==> src/rtl/cda_pkg.sv <==
// Shared types, constants and calendar helper functions for the date counter.
package cda_pkg;

   localparam logic CMD_LOAD    = 1'b0;
   localparam logic CMD_ADVANCE = 1'b1;

   localparam logic [3:0] MONTH_JAN = 4'd1;
   localparam logic [3:0] MONTH_FEB = 4'd2;
   localparam logic [3:0] MONTH_APR = 4'd4;
   localparam logic [3:0] MONTH_JUN = 4'd6;
   localparam logic [3:0] MONTH_SEP = 4'd9;
   localparam logic [3:0] MONTH_NOV = 4'd11;
   localparam logic [3:0] MONTH_DEC = 4'd12;

   // Gregorian cycle length and the century marks inside it
   localparam logic [8:0] YEAR_CYCLE_LAST = 9'd399;
   localparam logic [8:0] CENTURY_1       = 9'd100;
   localparam logic [8:0] CENTURY_2       = 9'd200;
   localparam logic [8:0] CENTURY_3       = 9'd300;

   localparam logic [4:0] LEN_LONG       = 5'd31;
   localparam logic [4:0] LEN_SHORT      = 5'd30;
   localparam logic [4:0] LEN_FEB_LEAP   = 5'd29;
   localparam logic [4:0] LEN_FEB_COMMON = 5'd28;

   typedef logic [8:0] year_phase_type;

   // Leap test from the year's position within the 400-year cycle
   function automatic logic leap_of(input year_phase_type phase);
      logic century;
      century = (phase == CENTURY_1) || (phase == CENTURY_2) || (phase == CENTURY_3);
      return (phase[1:0] == 2'b00) && !century;
   endfunction

   function automatic logic [4:0] month_length(input logic [3:0] month, input logic leap);
      logic [4:0] len;
      case (month)
         MONTH_FEB: len = leap ? LEN_FEB_LEAP : LEN_FEB_COMMON;
         MONTH_APR,
         MONTH_JUN,
         MONTH_SEP,
         MONTH_NOV: len = LEN_SHORT;
         default:   len = LEN_LONG;
      endcase
      return len;
   endfunction

endpackage

==> src/rtl/calendar_date_advance.sv <==
// Gregorian date counter: load a date or advance it by a day count, one month per cycle.
// Load: the request is taken in ST_IDLE, ST_REDUCE reduces the year modulo 400, then ST_FINISH posts.
// Advance: ST_IDLE adds the day count, ST_WALK steps the months, then ST_FINISH posts the result;
//   the day count is at most 65535. The single compare/subtract unit sets the rate.
// One transaction at a time; the next request is taken once the result register is loaded.
// Synchronous reset sets the date to day 1, month 1, year 0 and empties the result register.
module calendar_date_advance (
   input  logic        clock,
   input  logic        reset,
   input  logic        req_valid,
   output logic        req_ready,
   input  logic        req_cmd,
   input  logic [3:0]  req_load_month,
   input  logic [4:0]  req_load_day,
   input  logic [15:0] req_load_year,
   input  logic [15:0] req_add_days,
   output logic        rsp_valid,
   input  logic        rsp_ready,
   output logic [3:0]  rsp_cur_month,
   output logic [4:0]  rsp_cur_day,
   output logic [15:0] rsp_cur_year,
   output logic        rsp_is_leap,
   output logic        rsp_is_month_end
);

   typedef enum logic [1:0] {
      ST_IDLE,
      ST_REDUCE,
      ST_WALK,
      ST_FINISH
   } state_type;

   localparam logic [16:0] CYCLE_BASE = 17'd400;
   localparam logic [2:0]  SHIFT_TOP  = 3'd7;

   state_type             state_ff, state_in;
   logic [16:0]           day_ff, day_in;
   logic [3:0]            month_ff, month_in;
   logic [15:0]           year_ff, year_in;
   cda_pkg::year_phase_type phase_ff, phase_in;
   logic [15:0]           rem_ff, rem_in;
   logic [2:0]            shift_ff, shift_in;

   logic                  rsp_valid_ff, rsp_valid_in;
   logic [3:0]            rsp_month_ff, rsp_month_in;
   logic [4:0]            rsp_day_ff, rsp_day_in;
   logic [15:0]           rsp_year_ff, rsp_year_in;
   logic                  rsp_leap_ff, rsp_leap_in;
   logic                  rsp_end_ff, rsp_end_in;

   logic                  leap;
   logic [4:0]            len;
   logic [16:0]           sub_a, sub_b;
   logic [17:0]           diff;
   logic                  sub_ge, sub_zero;
   logic                  req_take, rsp_free;
   logic [3:0]            ld_month;
   logic [4:0]            ld_day;

   assign leap = cda_pkg::leap_of(phase_ff);
   assign len  = cda_pkg::month_length(month_ff, leap);

   // Shared compare/subtract: year reduction while loading, month walk otherwise
   always_comb begin
      if (state_ff == ST_REDUCE) begin
         sub_a = {1'b0, rem_ff};
         sub_b = CYCLE_BASE << shift_ff;
      end else begin
         sub_a = day_ff;
         sub_b = {12'd0, len};
      end
   end

   assign diff     = {1'b0, sub_a} - {1'b0, sub_b};
   assign sub_ge   = !diff[17];
   assign sub_zero = (diff == 18'd0);

   assign req_ready = (state_ff == ST_IDLE);
   assign req_take  = req_valid && req_ready;
   assign rsp_free  = !rsp_valid_ff || rsp_ready;

   always_comb begin
      ld_month = req_load_month;
      if (ld_month == 4'd0) ld_month = cda_pkg::MONTH_JAN;
      if (ld_month > cda_pkg::MONTH_DEC) ld_month = cda_pkg::MONTH_DEC;
      ld_day = (req_load_day == 5'd0) ? 5'd1 : req_load_day;
   end

   always_comb begin
      state_in     = state_ff;
      day_in       = day_ff;
      month_in     = month_ff;
      year_in      = year_ff;
      phase_in     = phase_ff;
      rem_in       = rem_ff;
      shift_in     = shift_ff;
      rsp_valid_in = rsp_valid_ff && !rsp_ready;
      rsp_month_in = rsp_month_ff;
      rsp_day_in   = rsp_day_ff;
      rsp_year_in  = rsp_year_ff;
      rsp_leap_in  = rsp_leap_ff;
      rsp_end_in   = rsp_end_ff;

      case (state_ff)
         ST_IDLE: begin
            if (req_take) begin
               if (req_cmd == cda_pkg::CMD_LOAD) begin
                  month_in = ld_month;
                  day_in   = {12'd0, ld_day};
                  year_in  = req_load_year;
                  rem_in   = req_load_year;
                  shift_in = SHIFT_TOP;
                  state_in = ST_REDUCE;
               end else begin
                  day_in   = day_ff + {1'b0, req_add_days};
                  state_in = ST_WALK;
               end
            end
         end
         ST_REDUCE: begin
            if (sub_ge) rem_in = diff[15:0];
            shift_in = shift_ff - 3'd1;
            if (shift_ff == 3'd0) begin
               phase_in = sub_ge ? diff[8:0] : rem_ff[8:0];
               state_in = ST_FINISH;
            end
         end
         ST_WALK: begin
            if (sub_ge && !sub_zero) begin
               day_in = diff[16:0];
               if (month_ff >= cda_pkg::MONTH_DEC) begin
                  month_in = cda_pkg::MONTH_JAN;
                  year_in  = year_ff + 16'd1;
                  // keep the 400-year phase in step; the 16-bit wrap lands on year 0
                  if (year_ff == 16'hFFFF || phase_ff == cda_pkg::YEAR_CYCLE_LAST) begin
                     phase_in = '0;
                  end else begin
                     phase_in = phase_ff + 9'd1;
                  end
               end else begin
                  month_in = month_ff + 4'd1;
               end
            end else begin
               state_in = ST_FINISH;
            end
         end
         ST_FINISH: begin
            // hold until the result register is free
            if (rsp_free) begin
               rsp_valid_in = 1'b1;
               rsp_month_in = month_ff;
               rsp_day_in   = day_ff[4:0];
               rsp_year_in  = year_ff;
               rsp_leap_in  = leap;
               rsp_end_in   = sub_zero;
               state_in     = ST_IDLE;
            end
         end
         default: state_in = ST_IDLE;
      endcase
   end

   always_ff @(posedge clock) begin
      if (reset) begin
         state_ff     <= ST_IDLE;
         day_ff       <= 17'd1;
         month_ff     <= cda_pkg::MONTH_JAN;
         year_ff      <= 16'd0;
         phase_ff     <= '0;
         rsp_valid_ff <= 1'b0;
      end else begin
         state_ff     <= state_in;
         day_ff       <= day_in;
         month_ff     <= month_in;
         year_ff      <= year_in;
         phase_ff     <= phase_in;
         rsp_valid_ff <= rsp_valid_in;
      end
      rem_ff       <= rem_in;
      shift_ff     <= shift_in;
      rsp_month_ff <= rsp_month_in;
      rsp_day_ff   <= rsp_day_in;
      rsp_year_ff  <= rsp_year_in;
      rsp_leap_ff  <= rsp_leap_in;
      rsp_end_ff   <= rsp_end_in;
   end

   assign rsp_valid        = rsp_valid_ff;
   assign rsp_cur_month    = rsp_month_ff;
   assign rsp_cur_day      = rsp_day_ff;
   assign rsp_cur_year     = rsp_year_ff;
   assign rsp_is_leap      = rsp_leap_ff;
   assign rsp_is_month_end = rsp_end_ff;

endmodule
==> config.mk <==
export PLATFORM = sky130hd
export DESIGN_NAME = calendar_date_advance
export DESIGN_NICKNAME = d
export VERILOG_FILES = /design/src/rtl/cda_pkg.sv /design/src/rtl/calendar_date_advance.sv
export SDC_FILE = /design/constraint.sdc
export NUM_CORES = 1
export LEC_CHECK = 0
export ABC_AREA = 1
export BUFFER_PORTS_ARGS = -buffer_cell sky130_fd_sc_hd__buf_2
export CORE_MARGIN = 2
export CORE_UTILIZATION = 60
export CTS_CLUSTER_DIAMETER = 50
export DETAILED_ROUTE_END_ITERATION = 6
export PLACE_DENSITY_LB_ADDON = 0.15
export SYNTH_ARGS = -nofsm -noshare
export SYNTH_HDL_FRONTEND = slang
export SYNTH_SLANG_ARGS = --single-unit
==> constraint.sdc <==
create_clock -name clock -period 6.2 [get_ports clock]
set_input_delay 1.55 -clock clock [delete_from_list [all_inputs] [get_ports clock]]
set_output_delay 1.55 -clock clock [all_outputs]
set_load 0.01 [all_outputs]
# --- Yosys cells after proc, flatten, opt, wreduce, memory -nomap -nowiden ---
# Cells that the tools add are included.
classes:
  n_addsub: 6
  n_lt_le_gt_ge: 2
  n_eq_ne: 21
  n_shift: 1
  mux: 40
  n_reduce_logical: 31
ops:
  columns: ["op", "count"]
  rows:
  - ["$mux W17", 5]
  - ["$mux W16", 5]
  - ["$pmux W16 S2", 2]
  - ["$mux W9", 5]
  - ["$pmux W17 S2", 1]
  - ["$mux W4", 6]
  - ["$eq A9 B9 Y1 const B", 2]
  - ["$logic_not A18 Y1", 1]
  - ["$pmux W9 S2", 1]
  - ["$sub A17 B17 Y18", 1]
  - ["$add A17 B16 Y17", 1]
  - ["$shl A9 B3 Y17 const A", 1]
  - ["$add A16 B1 Y16 const B", 1]
  - ["$eq A16 B16 Y1 const B", 1]
  - ["$reduce_and A4 Y1", 4]
  - ["$ne A2 B2 Y1 const B", 6]
  - ["$mux W2", 5]
  - ["$add A9 B1 Y9 const B", 1]
  - ["$eq A9 B7 Y1 const B", 1]
  - ["$eq A9 B8 Y1 const B", 1]
  - ["$eq A4 B3 Y1 const B", 2]
  - ["$eq A4 B4 Y1 const B", 2]
  - ["$pmux W2 S4", 1]
  - ["$pmux W4 S2", 1]
  - ["25 further kinds", 44]
totals:
  reg_bits: 95
  output_inout_bits: 29
  elab_cells: 114

# --- Logic depth before layout (Yosys ltp) ---
depth:
  word_depth: 14
  depth_mapped: 29
  mapped_depth_nobuf: 28

# --- Worst setup path before layout ---
# No wires, ideal clock.
synth_path:
  path_kind: "reg-to-reg"
  start: "register state_ff[1]"
  end: "register day_ff[10]"
  setup_time_ps: 115
  arrival_time_ps: 3339
  path_slack_ps: 2745
  stages_incl_launch_ff: 25
  path_buffers: 4
  synth_period_minus_slack_ps: 3455
  cell_sequence: "dfxtp_1 > inv_1 > ha_1 > inv_2 > clkbuf_1 > clkbuf_1 > nand2_1 > nand2_1 > ha_1 > a21oi_1 > nand2_1 > nand3_1 > nand2_1 > nand2_1 > nand2_1 > nand2_1 > nand3_1 > nor2_1 > nand4_1 > nand3_2 > nand2_2 > buf_6 > buf_6 > a21oi_1 > nor2_1"
synth_via:
  elab_chain_len: 8
synth_rtl:
  columns: ["item", "line_no", "rtl"]
  rows:
  - ["start, declared", "calendar_date_advance.sv:36", "state_type state_ff, state_in;"]
  - ["start signal, assigned", "calendar_date_advance.sv:172", "state_ff <= state_in;"]
  - ["$eq A2 B1 Y1", "calendar_date_advance.sv:65", "if (state_ff == ST_REDUCE) begin"]
  - ["$mux W17", "calendar_date_advance.sv:65", null]
  - ["$sub A17 B17 Y18", "calendar_date_advance.sv:74", "assign diff = {1'b0, sub_a} - {1'b0, sub_b};"]
  - ["$logic_not A18 Y1", "calendar_date_advance.sv:76", "assign sub_zero = (diff == 18'd0);"]
  - ["$logic_not A1 Y1", "calendar_date_advance.sv:129", "if (sub_ge && !sub_zero) begin"]
  - ["$logic_and A1 B1 Y1", "calendar_date_advance.sv:129", null]
  - ["$ne A2 B2 Y1 (no source line)", null, null]
  - ["$reduce_and A3 Y1 (no source line)", null, null]
  - ["end signal, assigned", "calendar_date_advance.sv:173", "day_ff <= day_in;"]
  - ["end, declared", "calendar_date_advance.sv:37", "logic [16:0] day_ff, day_in;"]
# Parallel ways exist; a longest one is shown, timed or not. The select of a mux whose other input is x is not followed.
# A chain may end at the register's enable or synchronous reset.

# --- Worst setup path in the final report ---
layout_path:
  start: "register state_ff[1]"
  end: "register year_ff[6]"
layout_via:
  elab_chain_len: 8
layout_rtl:
  columns: ["item", "line_no", "rtl"]
  rows:
  - ["$eq A2 B1 Y1", "calendar_date_advance.sv:65", null]
  - ["$mux W17", "calendar_date_advance.sv:65", null]
  - ["$sub A17 B17 Y18", "calendar_date_advance.sv:74", null]
  - ["$logic_not A18 Y1", "calendar_date_advance.sv:76", null]
  - ["$logic_not A1 Y1", "calendar_date_advance.sv:129", null]
  - ["$logic_and A1 B1 Y1", "calendar_date_advance.sv:129", null]
  - ["$ne A2 B2 Y1 (no source line)", null, null]
  - ["$reduce_and A5 Y1 (no source line)", null, null]
  - ["end signal, assigned", "calendar_date_advance.sv:175", "year_ff <= year_in;"]
  - ["end, declared", "calendar_date_advance.sv:39", "logic [15:0] year_ff, year_in;"]
# Parallel ways exist; a longest one is shown, timed or not.

==> flow_metrics.tcl <==
set metrics [dict create \
    finalCritPeriodShare_pct 81.6 \
    synth-edff-count 46 \
    grtUsageTotal_pct 30.9 \
    cts.sinks 95 \
    r2r_start "state_ff[1]$_SDFFE_PP0P_" \
    coreArea_sq_um 11400 \
    cts_buffers 9 \
    worstSetupPathType "reg -> reg" \
    start_util_pct 61.5 \
    die-area_sq_um 12600 \
    synth_ff_type "dfxtp_1" \
    power_switching_share_pct 52.3 \
    cts_max_path_buffers 2 \
    synth.distinct_cells 45 \
    worstMarginPinSlew_ns 0.815 \
    portBuffers 74 \
    place_congestion 0.958 \
    whs_path_depth 0 \
    route.vias.total 6909 \
    required_ns 6.45 \
    die_h_microns 112 \
    end_kind "register" \
    syn2layout_area_growth_pct 10.8 \
    antenna_cells 0 \
    grt_max_degree 46 \
    path_common_cell "nand2_1" \
    maxCapViolations 0 \
    cpMaxStageDelayCell "ha_1" \
    synth-seq-cells 95 \
    clk_pin_slew_ns 0.07 \
    setup_viol 0 \
    drt-wirelength-per-cell_microns 15.6 \
    hold_viol 0 \
    hold_start "year_ff[4]$_SDFFE_PP0P_" \
    synth-seq-area-share_pct 33.6 \
    clk_latency_ns 0.36 \
    synth_nets 1120 \
    path_cells "inv_1 -> ha_1 -> inv_2 -> o21ai_0 -> ha_1 -> nand3_1 -> nand2_1 -> a21oi_1 -> nand2_1 -> nand2_1 -> nand2_1 -> nand2_1 -> nand2_2 -> nand2_1 -> inv_1 -> nand4_1 -> nand3_2 -> nand2_2 -> nand2_2 -> nor2_1 -> nor2_1" \
    r2r_setup_slack_ns 1.14 \
    power.share.clock_pct 13.1 \
    power.switching_mw 2.22 \
    cp.arrival_ns 5.31 \
    synth_area_leaders "edfxtp_1, nand2_1, dfxtp_1" \
    nets 1183 \
    slew_viol_final 0 \
    slowest_delay_ns 0.61 \
    synth_top_area_share_pct 19.7 \
    grt_pass1_vias 6277 \
    crit_path_start_kind "register" \
    drt_iter0_drc 650 \
    cp.buffers_inverters 3 \
    status "finished, final reports clean" \
    hold_end "rsp_cur_year[4]$_DFFE_PP_" \
    io_pins 75 \
    hold_buffers 0 \
    final.setup.tns_ns 0 \
    postCtsSetupBuffers 0 \
    fmax_ghz 0.198 \
    timing.rr.end "year_ff[6]$_SDFFE_PP0P_" \
    peakVddDrop_mv 0.361 \
    dp_hpwl_microns 14700 \
    p_per_area_nw_per_um2 545 \
    synth_area_sq_um 7030 \
    rr_worst_depth 21 \
    dr.pass1.iters 6 \
    clock-root-buffer "clkbuf_16" \
    synth.avg_cell_area_sq_um 6.86 \
    pwr-share-seq_pct 24.0 \
    critPathTopFamily "simple AND/OR/NAND/NOR gates" \
    maxSlewHeadroom_pct 45.3 \
    yosysMostFrequentCell "nand2_1" \
    ys_warn_count 0 \
    grt_pass1_wl_microns 31000 \
    period_needed_ns 5.06 \
    power.leakage_nw 3.69 \
    synth_commonest_cells "nand2_1, nor2_1, inv_1" \
    h-tree-depth 3 \
    drive_above_1_share_pct 10.9 \
    power_frac_comb_pct 62.9 \
    p_int_mw 2.03 \
    dieWidth_microns 112 \
    final_core_util_pct 68.2 \
    wl_microns 19300 \
    rsz0062_at_grt "false" \
    netlist_instances 1025 \
    hold_path_class "reg -> reg" \
    cts_tree "yes" \
    globalRoute.totalOverflow 0 \
    skew_ns 0.0102 \
    detail-route-antenna-nets 0 \
    antenna_found_initial 0 \
    drc 0 \
    crit_fanout 39 \
    yosys.area.top_type "edfxtp_1" \
    cts-resized-gates 0 \
    async_reset_ff_share_pct 0 \
    rows 39 \
    vias_per_cell 5.59 \
]
-- how the worst max path moves through the flow --
| stage | startpoint | end | depth (start not counted) |
|---|---|---|---|
| floorplan | state_ff[1]$_SDFFE_PP0P_ | day_ff[10]$_SDFFE_PP0P_ | 24 |
| global placement | state_ff[1]$_SDFFE_PP0P_ | year_ff[8]$_SDFFE_PP0P_ | 23 |
| detailed placement | state_ff[1]$_SDFFE_PP0P_ | year_ff[15]$_SDFFE_PP0P_ | 23 |
| CTS | state_ff[1]$_SDFFE_PP0P_ | day_ff[11]$_SDFFE_PP0P_ | 24 |
| global route | state_ff[1]$_SDFFE_PP0P_ | year_ff[8]$_SDFFE_PP0P_ | 22 |
| finish | state_ff[1]$_SDFFE_PP0P_ | year_ff[6]$_SDFFE_PP0P_ | 21 |
-- routing by layer --
metal / vias to the layer above / routed length [microns] / GRT usage [%] / share of wire [%]
met3: 34 / 1460 / 5.29 / 7.6
met1: 3085 / 8470 / 41.9 / 44
met5: - / 0 / 0 / 0
li1: 3501 / - / - / -
met4: 0 / 576 / 13.2 / 3.0
met2: 289 / 8750 / 49.3 / 45
-- cells by family after synthesis --
kind of cell,share of synthesized area [%]
adder cells (fa/ha/maj),8.94
buffers and inverters,8.33
AND/OR/NAND/NOR,30.4
AO/OA/AOI/OAI,15.3
flip-flops,33.6
XOR/XNOR,3.33
-- placed cells by master (no fill, tap or decap), types with 7 or more instances in the layout --
cell,count
nor2_1,119
o21ai_0,95
xor2_1,17
nand3_1,68
nand2_1,275
a21oi_1,70
ha_1,47
clkbuf_16,10
nor3_1,12
dfxtp_1,49
edfxtp_1,46
buf_2,74
buf_4,8
inv_1,112
nand3b_1,13
a21oi_2,7
-- flip-flops by register name, summed over array words and instances (netlist names) --
name,flops
day_ff,17
month_ff,4
phase_ff,9
rem_ff,16
rsp_cur_day,5
rsp_cur_month,4
rsp_cur_year,16
rsp_is_leap,1
rsp_is_month_end,1
rsp_valid,1
shift_ff,3
state_ff,2
year_ff,16
-- area by class of cell --
cell class / count / area (sq um)
clock inverters: 5 / 40.0
well taps: 143 / 179
repair buffers: 82 / 430
flip-flops and latches: 95 / 2360
fillers: 1051 / 3630
multi-input cells: 783 / 4080
clock buffers: 11 / 254
inverters: 117 / 439
-- power by group through the flow --
stage	clock network, mW	registers [mW]	logic (mW)
final	0.554	1.02	2.67
after global routing	0.578	1.04	3.01
after CTS	0.555	1.02	2.63
after detailed placement	0	1.03	2.60
after global placement	0	1.03	2.58
after floorplan	0	0.977	2.00
-- metrics by stage --
step	instance area, sq um	cells	power [mW]	hold WS [ns]	setup WS [ns]
finish	7790	1236	4.25	0.474	1.14
floorplan	7030	1025	2.98	0.430	2.75
detailed placement	7490	1220	3.63	0.455	1.28
CTS	7790	1236	4.20	0.471	1.23
global route	7790	1236	4.62	0.487	0.574
global placement	7490	1220	3.61	0.454	1.42
Note: power is estimated with default switching activity, not from simulation.
